--- src/tps_div.sv ---
// Shared restoring divider that produces one quotient bit per cycle.
`timescale 1ns / 1ps

module tps_div #(
  parameter int unsigned NW = 49,
  parameter int unsigned DW = 38
) (
  input  logic          clk_i,
  input  logic          rst_ni,
  input  logic          start_i,
  input  logic [NW-1:0] num_i,
  input  logic [DW-1:0] den_i,
  output logic          done_o,
  output logic [NW-1:0] quo_o
);

  localparam int unsigned CNT_W = $clog2(NW + 1);

  logic [DW-1:0]    rem_q, rem_d;
  logic [NW-1:0]    quo_q, quo_d;
  logic [DW-1:0]    den_q;
  logic [CNT_W-1:0] cnt_q, cnt_d;
  logic             busy_q, busy_d;
  logic             done_q, done_d;
  logic [DW:0]      rem_sh;
  logic [DW:0]      rem_sub;
  logic             fits;

  always_comb begin
    rem_sh  = {rem_q, quo_q[NW-1]};
    rem_sub = rem_sh - {1'b0, den_q};
    fits    = rem_sh >= {1'b0, den_q};
    rem_d   = rem_q;
    quo_d   = quo_q;
    cnt_d   = cnt_q;
    busy_d  = busy_q;
    done_d  = 1'b0;
    if (start_i) begin
      rem_d  = '0;
      quo_d  = num_i;
      cnt_d  = CNT_W'(NW);
      busy_d = 1'b1;
    end else if (busy_q) begin
      rem_d  = fits ? rem_sub[DW-1:0] : rem_sh[DW-1:0];
      quo_d  = {quo_q[NW-2:0], fits};
      cnt_d  = cnt_q - 1'b1;
      busy_d = cnt_q != CNT_W'(1);
      done_d = cnt_q == CNT_W'(1);
    end
  end

  always_ff @(posedge clk_i or negedge rst_ni) begin
    if (!rst_ni) begin
      cnt_q  <= '0;
      busy_q <= 1'b0;
      done_q <= 1'b0;
    end else begin
      cnt_q  <= cnt_d;
      busy_q <= busy_d;
      done_q <= done_d;
    end
  end

  always_ff @(posedge clk_i) begin
    rem_q <= rem_d;
    quo_q <= quo_d;
    if (start_i) begin
      den_q <= den_i;
    end
  end

  assign done_o = done_q;
  assign quo_o  = quo_q;

endmodule

--- config.mk ---
export PLATFORM = sky130hd
export DESIGN_NAME = tps_div
export DESIGN_NICKNAME = d
export VERILOG_FILES = /design/src/tps_div.sv
export SDC_FILE = /design/constraint.sdc
export NUM_CORES = 1
export LEC_CHECK = 0
export BUFFER_PORTS_ARGS = -buffer_cell sky130_fd_sc_hd__buf_2
export CORE_MARGIN = 5
export CORE_UTILIZATION = 53
export CTS_CLUSTER_DIAMETER = 50
export DETAILED_ROUTE_END_ITERATION = 6
export GPL_ROUTABILITY_DRIVEN = 0
export PLACE_DENSITY_LB_ADDON = 0.12
export SETUP_SLACK_MARGIN = 0.15
export SYNTH_ARGS = -nofsm -noshare
export SYNTH_HDL_FRONTEND = slang
export SYNTH_SLANG_ARGS = --single-unit
--- constraint.sdc ---
create_clock -name clk_i -period 3.6 [get_ports clk_i]
set_input_delay 0.72 -clock clk_i [delete_from_list [all_inputs] [get_ports clk_i]]
set_output_delay 0.72 -clock clk_i [all_outputs]
set_load 0.05 [all_outputs]
==> impl_metrics.ini, run 1 <==
[run_status]
status = completed

[setup_path]
critPathRequiredTime_ns = 3.88
crit_slowest_cell = fa_1
critPathMaxFanout = 3
endpoint = rem_q[32]
start_kind = flip-flop
arrival_ns = 3.34
cpPeakStageDelay_ns = 0.42
rrSetupSlack_ns = 0.54
r2r-end = rem_q[32]
r2r_cells = 13
critical_path_class = flip-flop to flip-flop
worstSetupPathDepth = 13
r2r-start = quo_o[48]
setup.worst_path.end_class = flip-flop
critPathTopFamily = compound AO/OA/AOI/OAI gates
path_cells = inv_1, ha_1, inv_1, fa_1, a211oi_1, nor2_1, o31ai_1, a211oi_1, o211ai_1, a41oi_1, a21oi_1, xor2_1, o22ai_1
crit_path_start = quo_o[48]
path_buf_inv = 2

[power]
power_density_nw_per_um2 = 704
irDropWorstVdd_v = 0.000416
power_leakage_nw = 3.98

[logic_synthesis]
synth_edf_count = 87
synth_seq_cells = 133
synth_area_um2 = 7550
synth.distinct_cells = 62
synthSimpleGateAreaFrac_pct = 11.2
synth_top_family_by_area = compound AO/OA/AOI/OAI gates
synthAdderAreaFrac_pct = 6.89
ys.warnings.count = 0
yosysSeqAreaShare_pct = 47.3
syn_area_per_cell_um2 = 10.4
synthMuxAreaShare_pct = 9.70
synth-compound-area-share_pct = 15.3
synth_nets = 858
synthArstFlopShare_pct = 6.02
syn_inst = 727
synth_xor_area_share_pct = 4.41
ys_dominant_reg_cell = edfxtp_1

[finish]
nets = 981
syn_to_final_growth_pct = 18.2
layout_common_cells = buf_2 (138), edfxtp_1 (87), nor2_1 (80)
final_common_cell = buf_2
fin_util_pct = 64.1
drive_gt1_share_pct = 27.2
diodes = 0

[sta]
hold_viol_final = 0
rsz0062_at_grt = false
final.setup.tns_ns = 0
clock_skew_ns = 0.0119
report.final.slew_viol_count = 0
setup_viol = 0
max_slew_margin_pct = 46.2
whs_ns = 0.128
fmax_ghz = 0.326
timing.final.ws_setup_ns = 0.535
worst_pin_slew_ns = 0.808
period_share_pct = 85.1
period_needed_ns = 3.06

[detailed_routing]
vias_per_cell = 5.56
dr.pass1.iters = 5
ant_nets = 0
post_drt_wl_per_cell_um = 15.9
drtIter0Drc = 298
vias = 5800
drcViolationCount = 0
drt_wl_total_um = 16500

[placement]
dpl_worst_slack_ns = 0.496
post-dp-hpwl_um = 11700
numPortBuffers = 139

[global_route]
antenna_found_initial = 1
grt_pass1_vias = 5789
grt_usage_pct = 20.5
grt_pass1_wl_um = 27400
grt-ovfl-total = 0
grt_max_degree = 135

[cts]
clock_tree.root_cell = clkbuf_16
cts-htree-levels = 4
postCtsSetupBuffers = 0
clock-sinks = 133
cts_buffers = 17
clk_latency_ns = 0.42
clk_path_buf_depth = 2
clkSlewWorstSetupHoldPaths_ns = 0.06
cts_resized = 0
cts_tree = yes
cts_hold_buffers = 0

[min_path]
hp-class = primary input to async pin

[floorplanning]
die-width_um = 129
die_area_um2 = 16700
rows = 43
ios = 140
die_h_um = 129
initial_core_util_pct = 54.2
core_area_um2 = 13900

[job]
drv_cap = 0
## sequential cells by signal, summed over array words and instances, names as in the netlist
signal,count
rem_q,38
cnt_q,6
den_q,38
quo_o,49
busy_q,1
done_o,1
## routing by layer
metal / track usage, % / routed length, um / vias to the layer above
met1: 25.8 / 7360 / 2717
met3: 7.71 / 1320 / 23
met5: 0 / 7 / -
li1: - / - / 2897
met4: 7.91 / 278 / 2
met2: 32.0 / 7570 / 161
## cells in the mapped netlist (4+ instances only)
cell type  instances  share of area [%]
edfxtp_1          87                 35
nor2_1            80                4.0
a21oi_1           56                3.7
inv_1             49                2.4
mux2_2            49                7.3
ha_1              40                6.6
dfxtp_1           38                 10
a211oi_1          35                3.5
nand2_1           32                1.6
clkbuf_1          27                1.3
o21ai_0           19                1.3
xnor2_1           19                2.2
xor2_1            19                2.2
mux2i_1           18                2.4
a21o_1            14                1.4
nand4_1           12               0.99
nor3_1            12               0.80
nor2b_1           10               0.83
nand3_1            9               0.60
dfrtp_1            8                2.7
a31oi_1            7               0.58
nand2b_1           6               0.50
o21bai_1           6               0.60
and3_1             5               0.41
buf_1              5               0.25
a211oi_2           4               0.66
buf_2              4               0.27
o21a_1             4               0.40
o21ai_1            4               0.27
o31ai_1            4               0.40
## stage by stage
step / instances / cell area (um2) / total power, mW
2_1_floorplan: 727 / 7550 / 4.09
3_3_place_gp: 1011 / 8340 / 4.52
3_5_place_dp: 1011 / 8340 / 4.56
4_1_cts: 1043 / 8930 / 6.32
5_1_grt: 1043 / 8930 / 6.68
6_report: 1043 / 8930 / 6.28
## cell families after synthesis
group / count (synthesis)
xor gates and xnor gates: 38
buffers and inverters: 91
and+or+nand+nor: 181
muxes: 67
AOI/OAI and AO/OA: 176
adders and majority gates: 41
DFF: 133
## how the worst min path moves through the flow
stage | to | from | cells after the start
floorplan | busy_q | rst_ni | 0
global placement | rem_q[16] | rem_q[16] | 2
detailed placement | rem_q[16] | rem_q[16] | 2
CTS | cnt_q[0] | rst_ni | 1
global route | cnt_q[0] | rst_ni | 1
finish | cnt_q[0] | rst_ni | 1
## area by class of cell
type	count	area, um2
fill	1152	5010
inverter	49	184
tap	180	225
clock inverter	11	124
sequential	133	3570
timing repair buffer	146	763
multi-input combinational	503	3600
clock buffer	21	460
## power by group
part | switching, mW | internal [mW] | leakage, nW
Sequential | 0.182 | 1.91 | 1.29
Combinational | 1.47 | 0.998 | 2.41
Clock | 0.665 | 1.06 | 0.281
Power figures use the tool's default switching activity.
==> inputs of run 2 (changes only) <==
CELL_PAD_IN_SITES_DETAIL_PLACEMENT = 1   (was unset)
CELL_PAD_IN_SITES_GLOBAL_PLACEMENT = 1   (was unset)
CORE_UTILIZATION = 39   (was 53)
MAX_ROUTING_LAYER = met4   (was unset)
clock period = 2.7 ns   (was 3.6 ns; I/O delays follow)
==> run 2 against run 1 <==
Effect of this change:
- the run now ends with negative setup slack left
- routed wire length increased by 39%
- via count increased by 11%
- first-iteration DRC count decreased by 9.7%
- critical path depth decreased by 1
- die area increased by 33%
- cell count increased by 17%
- utilization decreased by 8.7 points
- cell area increased by 17%
==> impl_metrics.ini, run 2 (synthesis results as in run 1) <==
[run_status]
status = complete, but fails checks
violations = negative setup slack

[cts]
clkSlewWorstSetupHoldPaths_ns = 0.07
cts_tree = yes
clock-sinks = 133
cts-htree-levels = 4
clk_latency_ns = 0.43
clock_tree.root_cell = clkbuf_16
cts_buffers = 17
clk_path_buf_depth = 2

[sta]
timing.final.ws_setup_ns = -0.0945
period_share_pct = 103
hold_viol_final = 0
setup_viol = 16
fmax_ghz = 0.358
period_needed_ns = 2.79
max_slew_margin_pct = 55.6
report.final.slew_viol_count = 0
final.setup.tns_ns = -0.700
whs_ns = 0.282
worst_pin_slew_ns = 0.657
rsz0062_at_grt = true
clock_skew_ns = 0.0169

[setup_path]
start_kind = flip-flop
critical_path_class = flip-flop to flip-flop
critPathRequiredTime_ns = 2.97
arrival_ns = 3.07
setup.worst_path.end_class = flip-flop
critPathMaxFanout = 3

[floorplanning]
initial_core_util_pct = 40.0
core_area_um2 = 18900
die-width_um = 149
rows = 50
die_area_um2 = 22200
ios = 140
die_h_um = 149

[detailed_routing]
dr.pass1.iters = 4
drt_wl_total_um = 23000
vias_per_cell = 5.24
vias = 6414
drcViolationCount = 0
drtIter0Drc = 269
post_drt_wl_per_cell_um = 18.8
ant_nets = 0

[finish]
fin_util_pct = 55.4
final_common_cell = buf_2
drive_gt1_share_pct = 44.7
largest_reg_flops = 49
layout_common_cells = buf_2 (138), edfxtp_1 (87), buf_4 (85)
nets = 1084
diodes = 0
syn_to_final_growth_pct = 38.6

[global_route]
grt_pass1_vias = 7294
grt_usage_pct = 21.2
grt_pass1_wl_um = 36900
antenna_found_initial = 0
grt_max_degree = 77
grt-ovfl-total = 0

[min_path]
hp-class = primary input to flip-flop

[power]
power_leakage_nw = 4.55
irDropWorstVdd_v = 0.000541
power_density_nw_per_um2 = 987

[placement]
post-dp-hpwl_um = 15600
numPortBuffers = 139

[job]
drv_cap = 0
## run 2: area by class of cell
cell class	count	area, um2
Timing Repair Buffer	249	1730
Fill cell	2112	8430
Clock buffer	19	433
Sequential cell	133	3570
Tap cell	260	325
Inverter	49	188
Clock inverter	12	100
Multi-Input combinational cell	503	4120
## run 2: worst paths after layout
kind	depth (start not counted)	slack (ns)	end	startpoint
min	1	0.28	den_q[11]	den_i[11]
max	12	-0.09	rem_q[33]	den_q[2]
max in group asynchronous	2	2.01	busy_q	rst_ni
min in group asynchronous	2	0.48	cnt_q[2]	rst_ni
min reg2reg	2	0.51	rem_q[13]	rem_q[13]
max reg2reg	12	-0.09	rem_q[33]	den_q[2]
## run 2: power by group
part | total (mW) | switching [mW] | internal, mW | leakage [nW]
sequential | 2.82 | 0.280 | 2.55 | 1.29
clock | 2.14 | 0.958 | 1.19 | 0.252
combinational | 5.36 | 2.84 | 2.52 | 3.00
total | 10.3 | 4.08 | 6.25 | 4.55
## run 2: critical path, stage by stage, from the launching register on
cell	delay, ns
edfxtp_1	0.35
inv_1	0.08
ha_1	0.30
and3_1	0.25
o21ai_2	0.11
nand2_1	0.10
a221o_1	0.37
o311ai_2	0.32
buf_4	0.17
a21oi_1	0.11
nor3_2	0.16
xor2_1	0.20
o22ai_1	0.13
## run 2: timing repair
item | in CTS | in global routing
resized for setup | 91 | 37
buffers inserted | 15 | 9
pin swaps | 63 | 20
endpoints found under the setup margin | 39 | 39
hold buffers | 1 | 0
hold endpoints to repair | 8 | 0
cloned | 4 | 0
## run 2: metal layers
layer	GRT usage (%)	share of wire (%)	up-vias	routed length, um
met5	-	0	-	0
met4	6.64	1.2	0	280
met3	6.05	5.5	23	1270
met2	36.5	52	152	12000
met1	24.0	41	3147	9530
li1	-	-	3092	-
## run 2: through the flow
step,instances,total power [mW],worst slack [ns],area (um2)
finish,1225,10.3,-0.0945,10500
detailed placement,1166,6.90,-0.262,9110
global placement,1166,6.78,-0.185,9110
floorplan,727,5.49,-0.187,7590
CTS,1216,9.90,-0.136,10200
global route,1225,10.9,-0.245,10500
